--- src/rtl/ldwt_pos_mem.sv ---
// ldwt_pos_mem: last-seen position table, one write and one read port
// synchronous read with write-to-read bypass
// depends on nothing outside this file
module ldwt_pos_mem #(
	parameter int DEPTH  = 256,
	parameter int ADDR_W = 8,
	parameter int DATA_W = 16
) (
	input  logic              clk,
	input  logic              arst_n,
	input  logic              rd_en,
	input  logic [ADDR_W-1:0] rd_addr,
	output logic [DATA_W-1:0] rd_data,
	input  logic              wr_en,
	input  logic [ADDR_W-1:0] wr_addr,
	input  logic [DATA_W-1:0] wr_data
);

	logic [DATA_W-1:0] mem [DEPTH];
	logic [DATA_W-1:0] rd_q;
	logic [DATA_W-1:0] byp_data_q;
	logic              byp_q;

	// write port
	always_ff @(posedge clk) begin
		if (wr_en) begin
			mem[wr_addr] <= wr_data;
		end
	end

	// registered read, write data also kept for a same-cycle write
	always_ff @(posedge clk) begin
		if (rd_en) begin
			rd_q       <= mem[rd_addr];
			byp_data_q <= wr_data;
		end
	end

	// note when the read collided with a write to the same entry
	always_ff @(posedge clk or negedge arst_n) begin
		if (!arst_n) begin
			byp_q <= 1'b0;
		end else if (rd_en) begin
			byp_q <= wr_en && (wr_addr == rd_addr);
		end
	end

	assign rd_data = byp_q ? byp_data_q : rd_q;

endmodule

--- config.mk ---
export PLATFORM = sky130hd
export DESIGN_NAME = ldwt_pos_mem
export DESIGN_NICKNAME = d
export VERILOG_FILES = /design/src/rtl/ldwt_pos_mem.sv
export SDC_FILE = /design/constraint.sdc
export NUM_CORES = 2
export LEC_CHECK = 0
export BUFFER_PORTS_ARGS = -buffer_cell sky130_fd_sc_hd__buf_2
export CAP_MARGIN = 10
export CORE_AREA = 2 2 636 638
export CTS_BUF_LIST = sky130_fd_sc_hd__clkbuf_16
export CTS_CLUSTER_SIZE = 16
export DETAILED_ROUTE_END_ITERATION = 16
export DIE_AREA = 0 0 638 640
export PLACE_DENSITY = 0.58
export SLEW_MARGIN = 15
export SYNTH_ARGS = -nofsm -noshare
export SYNTH_HDL_FRONTEND = slang
export SYNTH_SLANG_ARGS = --single-unit
--- constraint.sdc ---
create_clock -name clk -period 2.3 [get_ports clk]
set_input_delay 0.69 -clock clk [delete_from_list [all_inputs] [get_ports clk]]
set_output_delay 0.69 -clock clk [all_outputs]
set_load 0.005 [all_outputs]
Word-level counts from Yosys, hierarchy flattened
Memory sizes are Yosys's and may differ from the RTL's. A register that Yosys moved wholly into a read port is not among the register bits.
Index checks and enable logic that the tools add are counted.
Widths: inputs -> output; s select.
{ "classes": {"n_eq_ne": 1, "muxes": 3, "reduce_logical": 1} }
{ "op_table": {"columns": ["cell", "n"], "rows": [
  ["$mux 16", 1],
  ["$eq 8x8->1", 1],
  ["$mux 1", 2],
  ["$logic_and 1x1->1", 1]
]} }
{ "word_totals": {"reg_bits": 17, "ram_bits": 4096, "n_memories": 1} }
{ "mem_list": {"columns": ["memory", "depth", "word_bits", "rd", "rd_ports_with_merged_regs", "wr", "line_no", "rtl"], "rows": [
  ["mem", 256, 16, 1, 1, 1, "19", "logic [DATA_W-1:0] mem [DEPTH];"]
]} }

Depth between registers and ports, before layout
{ "logic_depth": {"ltp_word": 2, "mapped_depth": 12} }

Least setup slack after synthesis
Ideal clock, no wire load.
{ "synth_path": {"kind": "input-to-reg", "startpoint": "input port rd_addr[0]", "endpoint": "register rd_q[3] (read register of mem), data pin", "arrival_time_ps": 2651, "required_time_ps": 2033, "slack_ps": -618, "cell_stages": 8, "path_cell_list": "buf_6 > buf_6 > buf_2 > mux4_2 > mux4_2 > a22o_1 > o32ai_1 > nor4_1"} }
{ "synth_rtl": {"columns": ["element", "line_no", "rtl"], "rows": [
  ["from (decl)", "12", "input logic [ADDR_W-1:0] rd_addr,"],
  ["to (decl)", "20", "logic [DATA_W-1:0] rd_q;"]
]} }

Final worst setup path
{ "layout_path": {"startpoint": "register byp_q", "endpoint": "output port rd_data[0]"} }
{ "layout_between": {"elab_chain_cells": 1} }
{ "layout_lines": {"columns": ["element", "line_no", "rtl"], "rows": [
  ["from (decl)", "22", "logic byp_q;"],
  ["from (signal assigned)", "44", "byp_q <= wr_en && (wr_addr == rd_addr);"],
  ["$mux 16", "48", "assign rd_data = byp_q ? byp_data_q : rd_q;"],
  ["to (decl)", "13", "output logic [DATA_W-1:0] rd_data,"]
]} }
Every way passes these cells.

==> flow_summary.yaml <==
finish:
  fill_cells: 31900
  syn_to_final_growth_pct: 22.7
  layout_commonest_cell: "edfxtp_1"
  fin_nets: 8671
  drive_gt1_share_pct: 34.9
  final_cell_mix: "edfxtp_1 (4128), mux4_2 (725), buf_4 (682)"
  design_area_um2: 197000
setup_path:
  worst_setup_path_end_kind: "output port"
  cpMaxStageDelayCell: "dfrtp_1"
  slowest_delay_ns: 0.37
  r2r_slack_ns: -0.24
  critPathKind: "flip-flop to output port"
  r2r_start: "mem[63][8]"
  crit_arrival_ns: 2.00
  r2r_cells: 6
  start_kind: "flip-flop"
  crit_path_cell_trace: "buf_12 > mux2_2 > buf_2"
  cp.required_ns: 1.61
  path_depth: 3
  r2r-end: "rd_q[8]"
  cp_max_fo: 17
  path_delay_family: "flip-flops"
  critPathBufInv: 2
route:
  wl_mm: 451
  num_vias: 82400
  ant_nets: 0
  drtPass1Iterations: 5
  drtIter0Drc: 9520
  drc: 0
  viasPerCell: 5.78
  wire_per_inst_um: 31.6
pwr:
  p_comb_share_pct: 6.4
  power_frac_clock_pct: 41.5
  p_leak_nw: 64.0
  cellPowerDensity_nw_per_um2: 812
  p_int_mw: 125
  power.total_mw: 160
  ir_worst_vdd_v: 0.000650
  switching_power_mw: 34.8
  p_sw_share_pct: 21.8
  power_frac_seq_pct: 52.1
clock_tree:
  cts_root_buf: "clkbuf_16"
  clock-sinks: 4129
  cts_tree: "yes"
  cts_buffers: 419
  clockBufferDepth: 4
  clk_latency_ns: 0.97
  path_clk_slew_ns: 0.06
  cts_max_level: 5
floorplanning:
  fp.dieW_um: 638
  core_um2: 401000
  num_rows: 233
  io_pins: 52
  dieHeight_um: 640
  dieArea_um2: 408000
  initial_core_util_pct: 39.9
place:
  gp_congestion: 0.856
  port-buffer-count: 51
  post-dp-hpwl_mm: 280
  place_area_um2: 179000
yosys:
  syn_inst: 7389
  ys_seq_elements: 4129
  synth_edf_count: 4128
  async_flop_share_pct: 0.0242
  seq_area_frac_synth_pct: 77.4
  synth_area_per_cell_um2: 21.7
  synthFlopType: "edfxtp_1"
  synth_nets: 7425
  syn-cell-area_um2: 160000
  ys_types: 53
  synth_warnings: 0
min_path:
  hold-path-cell-count: 1
  hp-start: "wr_data[9]"
  hold_path.class: "input port to flip-flop"
  min_to: "mem[4][9]"
grt:
  grt_pass1_wl_mm: 633
  antenna_found_initial: 19
  grt-ovfl-total: 0
  grt_max_degree: 97
  grt_pass1_vias: 82000
  track_usage_pct: 21.7
timing:
  post-route-period-util_pct: 117
  setup_viol: 32
  drv_slew: 0
  setup_slack_ns: -0.390
  finClkSkew_ns: 0.0518
  fmax_mhz: 372
  finalCriticalPeriod_ns: 2.69
  grt_setup_unrepaired: "yes"
  slew_headroom_pct: 46.0
  hold_viol_final: 0
  tightest_slew_ns: 0.810
run:
  maxCapViolCount: 0
outcome:
  status: "finished with violations"
  violations: "negative setup slack"
## state kept, by name, indices dropped and copies added, names as in the netlist
register,flops
mem,4096
byp_data_q,16
rd_q,16
byp_q,1
## layout make-up
cell class	instances	area [um^2]	share of cell area [%]
well taps	5287	6620	3.36
clock buffers	424	10600	5.40
inverters	6	32.5	0.0165
diodes	10	25.0	0.0127
repair buffers	1283	16700	8.47
clock inverters	323	2700	1.37
flip-flops and latches	4129	124000	63.0
multi-input cells	2796	36000	18.3
## per-stage QoR
| step | instances | TNS, ns | setup WS (ns) | util [%] | hold WS [ns] |
|---|---|---|---|---|---|
| 2_1_floorplan | 7389 | -654.23 | -0.531 | - | 0.394 |
| 3_3_place_gp | 13400 | -92.18 | -1.96 | 44.6 | 0.469 |
| 3_5_place_dp | 13400 | -106.34 | -1.96 | 44.6 | 0.469 |
| 4_1_cts | 14200 | -10.03 | -0.466 | 48.7 | 0.0136 |
| 5_1_grt | 14300 | -11.04 | -0.451 | 49.0 | 0.0275 |
| 6_report | 14300 | -9.78 | -0.390 | 49.0 | 0.0743 |
## synthesized netlist by cell type (all sizes together) (7+ instances only)
master	n	share of area, %
nand4	11	0.043
o22ai	132	0.52
buf	233	1.4
nor4	28	0.11
o31ai	16	0.075
mux2i	640	4.0
mux2	80	0.56
edfxtp	4128	77
nand2	41	0.096
nor2b	8	0.031
a221oi	16	0.087
mux4	768	11
nand3	47	0.15
nor3	59	0.18
dlygate4sd1	7	0.038
a22oi	28	0.13
o221ai	344	1.9
a22o	32	0.18
clkbuf	213	0.56
a21oi	160	0.50
o21ai	55	0.17
o32ai	16	0.092
nor2	286	0.67
## kinds of logic after synthesis
logic type / after synthesis / synth area share (%)
AOI/OAI and AO/OA: 804 / 3.66
xor gates and xnor gates: 8 / 0.0437
and+or+nand+nor: 496 / 1.35
buffers and inverters: 464 / 2.07
muxes: 1488 / 15.5
DFF: 4129 / 77.4
## repair_timing
item | CTS | global route
gates resized for setup | 400 | 133
gates cloned | 24 | 7
hold endpoints to repair | 1 | 0
pin swaps | 69 | 56
hold buffers | 2 | 0
buffers inserted | 52 | 19
endpoints found under the setup margin | 32 | 32
## power by group through the flow
| stage | sequential, mW | clock, mW | combinational, mW |
|---|---|---|---|
| finish | 83.1 | 66.3 | 10.2 |
| floorplan | 84.6 | 0 | 4.37 |
| global route | 83.1 | 70.1 | 10.7 |
| CTS | 83.1 | 67.3 | 10.0 |
| detailed placement | 84.7 | 0 | 9.25 |
| global placement | 84.7 | 0 | 9.12 |
## worst max path at each step
| stage | start | to | slack [ns] |
|---|---|---|---|
| floorplan | rd_addr[0] | rd_q[13] | -0.53 |
| global placement | rd_addr[0] | rd_q[3] | -1.96 |
| detailed placement | rd_addr[0] | rd_q[3] | -1.96 |
| CTS | byp_q | rd_data[6] | -0.47 |
| global route | byp_q | rd_data[1] | -0.45 |
| finish | byp_q | rd_data[0] | -0.39 |
## layer usage
metal | vias to the layer above | track usage, % | wire length (um)
met3 | 577 | 3.56 | 34600
met2 | 3399 | 35.4 | 217000
met1 | 44300 | 30.7 | 187000
li1 | 34100 | - | -
met5 | - | 0 | 13
met4 | 2 | 5.29 | 12400
Note: power is estimated with default switching activity, not from simulation.
