## src/rtl/ldwt_pkg.sv

```systemverilog
// ldwt_pkg: shared types and constants for the longest distinct window tracker
// item structs for both channels, field widths and parameter defaults
// no dependencies
package ldwt_pkg;

	// field widths
	localparam int SYMBOL_W = 8;
	localparam int LEN_W    = 17;
	localparam int START_W  = 16;

	// parameter defaults
	localparam int MAX_STRING_DEF = 65536;
	localparam int ALPHABET_DEF   = 256;

	// one byte of the string
	typedef struct packed {
		logic [SYMBOL_W-1:0] symbol;
		logic                end_of_string;
	} byte_item_t;

	// one result per byte
	typedef struct packed {
		logic [LEN_W-1:0]   window_length;
		logic [LEN_W-1:0]   best_length;
		logic [START_W-1:0] best_start;
		logic               overflow;
		logic               string_done;
	} result_item_t;

endpackage

```

## src/rtl/ldwt_window_core.sv

```systemverilog
// ldwt_window_core: window start, counts, best window and seen bits
// evaluates the byte in stage one and commits the update on advance
// depends on ldwt_pkg
module ldwt_window_core #(
	parameter int MAX_STRING = ldwt_pkg::MAX_STRING_DEF,
	parameter int ALPHABET   = ldwt_pkg::ALPHABET_DEF,
	parameter int ADDR_W     = 8,
	parameter int POS_W      = 16,
	parameter int CNT_W      = 17
) (
	input  logic                  clk,
	input  logic                  arst_n,
	input  logic                  commit,
	input  logic [ADDR_W-1:0]     sym_s1,
	input  logic                  done_s1,
	input  logic [POS_W-1:0]      last_pos,
	output logic                  wr_en,
	output logic [POS_W-1:0]      wr_data,
	output ldwt_pkg::result_item_t result
);

	localparam int LEN_EXT_W   = (CNT_W > ldwt_pkg::LEN_W) ? CNT_W : ldwt_pkg::LEN_W;
	localparam int START_EXT_W = (CNT_W > ldwt_pkg::START_W) ? CNT_W : ldwt_pkg::START_W;

	logic [ALPHABET-1:0] seen_q;
	logic [CNT_W-1:0]    begin_q;
	logic [CNT_W-1:0]    cnt_q;
	logic [CNT_W-1:0]    best_len_q;
	logic [CNT_W-1:0]    best_begin_q;
	logic                ovf_q;

	logic                frozen;
	logic                hit;
	logic [CNT_W-1:0]    last_ext;
	logic [CNT_W-1:0]    begin_nx;
	logic [CNT_W-1:0]    cnt_nx;
	logic [CNT_W-1:0]    len_nx;
	logic                better;
	logic [CNT_W-1:0]    len_out;
	logic [CNT_W-1:0]    best_len_out;
	logic [CNT_W-1:0]    best_begin_out;
	logic [LEN_EXT_W-1:0]   len_ext;
	logic [LEN_EXT_W-1:0]   best_len_ext;
	logic [START_EXT_W-1:0] best_begin_ext;

	// window step for the byte in stage one
	always_comb begin
		frozen   = ovf_q || (cnt_q == CNT_W'(MAX_STRING));
		last_ext = CNT_W'(last_pos);
		hit      = seen_q[sym_s1] && (last_ext >= begin_q);
		begin_nx = hit ? (last_ext + CNT_W'(1)) : begin_q;
		cnt_nx   = cnt_q + CNT_W'(1);
		len_nx   = cnt_nx - begin_nx;
		better   = len_nx > best_len_q;
	end

	// result values, frozen once the string is too long
	always_comb begin
		if (frozen) begin
			len_out        = cnt_q - begin_q;
			best_len_out   = best_len_q;
			best_begin_out = best_begin_q;
		end else begin
			len_out        = len_nx;
			best_len_out   = better ? len_nx : best_len_q;
			best_begin_out = better ? begin_nx : best_begin_q;
		end
		len_ext        = LEN_EXT_W'(len_out);
		best_len_ext   = LEN_EXT_W'(best_len_out);
		best_begin_ext = START_EXT_W'(best_begin_out);
		result.window_length = len_ext[ldwt_pkg::LEN_W-1:0];
		result.best_length   = best_len_ext[ldwt_pkg::LEN_W-1:0];
		result.best_start    = best_begin_ext[ldwt_pkg::START_W-1:0];
		result.overflow      = frozen;
		result.string_done   = done_s1;
	end

	// table write of the current position
	assign wr_en   = commit && !frozen;
	assign wr_data = POS_W'(cnt_q);

	// state update, full clear after the final byte
	always_ff @(posedge clk or negedge arst_n) begin
		if (!arst_n) begin
			seen_q       <= '0;
			begin_q      <= '0;
			cnt_q        <= '0;
			best_len_q   <= '0;
			best_begin_q <= '0;
			ovf_q        <= 1'b0;
		end else if (commit) begin
			if (done_s1) begin
				seen_q       <= '0;
				begin_q      <= '0;
				cnt_q        <= '0;
				best_len_q   <= '0;
				best_begin_q <= '0;
				ovf_q        <= 1'b0;
			end else if (frozen) begin
				ovf_q <= 1'b1;
			end else begin
				seen_q[sym_s1] <= 1'b1;
				begin_q        <= begin_nx;
				cnt_q          <= cnt_nx;
				best_len_q     <= best_len_out;
				best_begin_q   <= best_begin_out;
			end
		end
	end

endmodule

```

## config.mk

```make
export PLATFORM = sky130hd
export DESIGN_NAME = ldwt_window_core
export DESIGN_NICKNAME = d
export VERILOG_FILES = /design/src/rtl/ldwt_pkg.sv /design/src/rtl/ldwt_window_core.sv
export SDC_FILE = /design/constraint.sdc
export NUM_CORES = 1
export LEC_CHECK = 0
export ABC_CLOCK_PERIOD_IN_PS = 19600
export CAP_MARGIN = 20
export CELL_PAD_IN_SITES_DETAIL_PLACEMENT = 1
export CELL_PAD_IN_SITES_GLOBAL_PLACEMENT = 1
export CORE_MARGIN = 3
export CORE_UTILIZATION = 54
export CTS_CLUSTER_DIAMETER = 200
export DETAILED_ROUTE_END_ITERATION = 12
export DONT_BUFFER_PORTS = 1
export PLACE_DENSITY_LB_ADDON = 0.1
export SLEW_MARGIN = 20
export SYNTH_ARGS = -nofsm -noshare
export SYNTH_HDL_FRONTEND = slang
export SYNTH_SLANG_ARGS = --single-unit
```

## constraint.sdc

```tcl
create_clock -name clk -period 19.6 [get_ports clk]
set_clock_uncertainty 0.1 [all_clocks]
set_input_delay 3.92 -clock clk [delete_from_list [all_inputs] [get_ports clk]]
set_output_delay 3.92 -clock clk [all_outputs]
set_load 0.05 [all_outputs]
```

* After elaboration in Yosys (flattened, before gate mapping)
Index checks and enable logic that the tools add are counted.
Word-level totals: bits in read-only memories 0, memory bits (writable) 0, output and inout port bits 69, logic and storage cells 50, bits in latches 0, memories 0, bits in registers 325
Cells by class: equal/unequal tests 2, multiplexer cells 22, $add $sub $neg 4, multipliers 0, shifts and indexed selects 0, divide/modulo/power cells 0, $lt $le $gt $ge 4, reduce and logical (&&, ||, !) cells 10, bitwise logic cells 1
Operators with widths (number):
- $mux 256 | 2
- $or 256x256->256 | 1
- $mux 17 | 14
- $sub 17x17->17 | 2
- $add 16x1->17 const B | 1
- $add 17x1->17 const B | 1
- $eq 17x17->1 const B | 1
- $ge 16x17->1 | 1
- $gt 17x17->1 | 1
- $lt 8x9->1 const B | 1
- $bmux 1 s8 | 1
- $demux 1 s8 | 1
- $ge 8x1->1 const B | 1
- $mux 1 | 4
- $reduce_and 2->1 | 2
- $reduce_bool 2->1 | 2
- $logic_and 1x1->1 | 3
- $reduce_and 3->1 | 1
- $ne 2x2->1 const B | 1
- $logic_not 1->1 | 1
- $logic_or 1x1->1 | 1

* Depth between registers and ports, before layout
depth in word-level cells 10, depth in mapped cells 37, depth with buffers taken out 31

* Least setup slack after synthesis
OpenSTA, ideal clock, no wires.
path kind input -> output, from input port sym_s1[0], to output port result[27] (netlist bit), arrival time 11.488 ns, slack 4.092 ns, required time 15.580 ns, stages on the path 31, path through buf_4 buf_4 mux4_2 mux4_2 nor2_1 a31oi_1 nand4b_1 nor4_4 nand2_2 clkbuf_1 buf_1 mux2i_1 fa_1 a21oi_1 o21bai_1 o221a_4 a2111o_1 and2_1 a311o_1 ha_1 a21o_1 a21o_1 a21oi_1 o21ai_0 o21ai_0 a41o_1 clkbuf_1 clkbuf_1 clkbuf_1 nor2_1 a21oi_1
RTL lines:
- from (decl) | RTL line ldwt_window_core.sv:14 | input logic [ADDR_W-1:0] sym_s1,
- to (decl) | RTL line ldwt_window_core.sv:19 | output ldwt_pkg::result_item_t result

==> results.toml <==
[finish]
area_delta_synth_final_pct = 7.59
diodes = 0
final_cell_mix = "nor2_1 (329), dfrtp_1 (324), a21oi_1 (306)"
seqCellArea_um2 = 8110
multiInputGateArea_um2 = 8960
fin_cells = 2269
drive_above_1_share = 0.0943
fin_nets = 1904
final_common_cell = "nor2_1"
final.fill_count = 3551

[floorplan]
rows = 65
die_h_um = 188
ios = 97
dieArea_um2 = 35300
initial_utilization = 0.557
core-area_um2 = 32000
die_w_um = 188

[worst_setup_path]
cp-start-kind = "input port"
path_max_fanout = 96
path_class = "input port to output pin"
endpoint_kind = "output pin"
arrival_ns = 12.71
r2r_cells = 30
required_ns = 15.58

[placement]
port_buffers = 0
dp_hpwl_mm = 37.9
dp_cells = 2204
pre_cts_ws_ns = 3.04
gp_congestion = 0.890

[logic_synthesis]
synthAdderAreaFrac = 0.0495
synth_top_cell_area_share = 0.454
synth_compound_area_frac = 0.182
avgSynthCellArea_um2 = 9.46
syn_nets = 1982
yosysWarnings = 0
synth_ff_type = "dfrtp_1"
synth_top_family_by_area = "compound AO/OA/AOI/OAI gates"
synth.ff_latch_count = 324
seq_area_frac_synth = 0.454
synth.distinct_cells = 72
synth_mux_area_frac = 0.0943
ys_top_cells_by_area = "dfrtp_1 (45%), a21oi_1 (8.6%), nor2_1 (7.1%)"
synth_cells = 1887
synth_area_um2 = 17800
async_flop_share = 1.00
synthSimpleGateAreaFrac = 0.139
synth.largest_area_cell = "dfrtp_1"
synth_edf_count = 0
synthXorXnorAreaFrac = 0.0270

[sta]
finalHoldViolations = 0
grt_setup_unrepaired = "no"
worst_pin_slew_ns = 1.16
slew_headroom = 0.232
finalCriticalPeriod_ns = 16.73
setup_slack_ns = 2.87
fin_setup_tns_ns = 0
max_freq_mhz = 59.8
report.final.slew_viol_count = 0
finalCritPeriodShare = 0.853
setup_violations = 0

[grt]
antenna_found_initial = 0
grt_pass1_vias = 15300
grt_util_all_layers = 0.325
grt_pass1_wl_mm = 91.0
grt_max_degree = 325
gr-total-overflow = 0

[clock_network]
clkSinkCount = 324
numCtsBuffers = 38
cts_tree = "yes"
clockBufferDepth = 3
clockRootBuffer = "clkbuf_16"
cts_hold_buf = 0
post-cts-setup-buffers = 0
clkLatencyLatePin_ns = 0.54
clkSlewWorstSetupHoldPaths_ns = 0.06
h-tree-depth = 2
cts_resized = 0

[power]
vdd_drop_max_mv = 0.0882
power.leakage_uw = 0.00904
p_per_area_nw_per_um2 = 101

[outcome]
status = "completed"

[route]
drt_wl_total_mm = 57.5
drc = 0
vias = 14800
ant_nets = 0
firstDrtPassIters = 6
vias_per_cell = 6.51
drt-initial-drc-count = 1308
wl_per_cell_um = 25.4

[run]
cap_violations = 0

[min_path]
hp-class = "flop to flop"
hold_depth = 2
-- cell usage after synthesis (3+ instances only) --
library cell,number
nand2_1,89
xnor2_1,32
nor2_1,336
or2_2,3
nand4_1,10
and2_1,3
a22oi_1,22
maj3_1,3
a21boi_0,4
a2111oi_0,4
o21bai_1,3
buf_2,9
and3_1,26
a21oi_1,306
mux2_2,20
dfrtp_1,324
ha_1,65
o31ai_1,9
nor2b_1,11
or3_1,3
mux2i_1,68
buf_12,4
a31oi_1,8
o211ai_1,4
buf_1,6
nand3_1,27
o21a_1,10
inv_1,57
xor2_1,23
o22ai_1,6
a22o_1,43
nor3_1,29
a41o_1,3
a21o_1,19
mux4_1,3
clkbuf_1,92
a211o_1,7
a211oi_1,9
buf_4,26
mux4_2,31
nor4_1,9
nand2b_1,16
o21ai_0,69
-- final timing paths --
check                                             from                    endpoint  slack [ns]
worst max-delay path                         sym_s1[0]                  result[20]        2.87
worst max register to register  begin_q[4]$_DFFE_PN0P_   best_len_q[2]$_DFFE_PN0P_        9.97
min in group asynchronous                       arst_n     seen_q[148]$_DFFE_PN0P_        2.98
max in group asynchronous                       arst_n  best_len_q[15]$_DFFE_PN0P_       15.91
worst min-delay path             seen_q[7]$_DFFE_PN0P_       seen_q[7]$_DFFE_PN0P_        0.39
worst min register to register   seen_q[7]$_DFFE_PN0P_       seen_q[7]$_DFFE_PN0P_        0.39
-- per-stage QoR --
step / area [um^2] / hold slack [ns] / util / power (uW)
2_1_floorplan: 17800 / 0.354 / - / 1150
3_3_place_gp: 17900 / 0.368 / 0.560 / 1240
3_5_place_dp: 18000 / 0.380 / 0.560 / 1250
4_1_cts: 19200 / 0.393 / 0.598 / 1950
5_1_grt: 19200 / 0.411 / 0.599 / 2020
6_report: 19200 / 0.387 / 0.599 / 1940
-- kinds of logic after synthesis --
group                      count (synthesis)
xor gates and xnor gates                  55
buffers and inverters                    199
adders and majority gates                 70
DFF                                      324
AOI/OAI and AO/OA                        544
and+or+nand+nor                          573
muxes                                    122
-- final cells by class --
class | count | area share
clock buffers | 52 | 0.0570
clock inverters | 13 | 0.00547
inverters | 58 | 0.0113
multi-input cells | 1364 | 0.467
flip-flops and latches | 324 | 0.422
well taps | 435 | 0.0283
repair buffers | 23 | 0.00899
-- metal layers --
| metal | track usage | share of wire |
|---|---|---|
| met5 | 0 | 0 |
| met4 | 0.0785 | 0.020 |
| met3 | 0.0608 | 0.080 |
| met2 | 0.504 | 0.46 |
| met1 | 0.477 | 0.44 |
-- flip-flops by register name (all words and copies together), names as in the netlist --
signal / cells
cnt_q: 17
best_len_q: 17
seen_q: 256
begin_q: 17
best_begin_q: 16
ovf_q: 1
-- power breakdown --
group | leakage [uW] | total (uW) | switching [uW] | internal [uW]
Combinational | 0.00394 | 546 | 399 | 148
Sequential | 0.00451 | 703 | 17.1 | 686
Clock | 0.000589 | 692 | 288 | 404
Total | 0.00904 | 1940 | 704 | 1240
-- critical path, cell delays in order --
cell and delay (ns):
mux4_1 0.43, nor2b_1 0.14, a211oi_1 0.10, nor4_1 0.45
a21oi_1 0.15, a211oi_2 0.58, nand2_2 0.60, o21ai_0 0.57
ha_1 0.23, inv_1 0.06, fa_1 0.40, a21oi_1 0.30
a21oi_1 0.15, o221a_4 0.29, a2111o_1 0.38, and2_1 0.19
a311o_1 0.38, ha_1 0.32, a21o_1 0.19, a21o_1 0.17
a21oi_1 0.13, o21ai_0 0.17, o21ai_0 0.48, a41o_2 0.32
buf_4 0.46, nor2_1 0.09, a21oi_1 0.87
(Power assumes the default switching activity.)
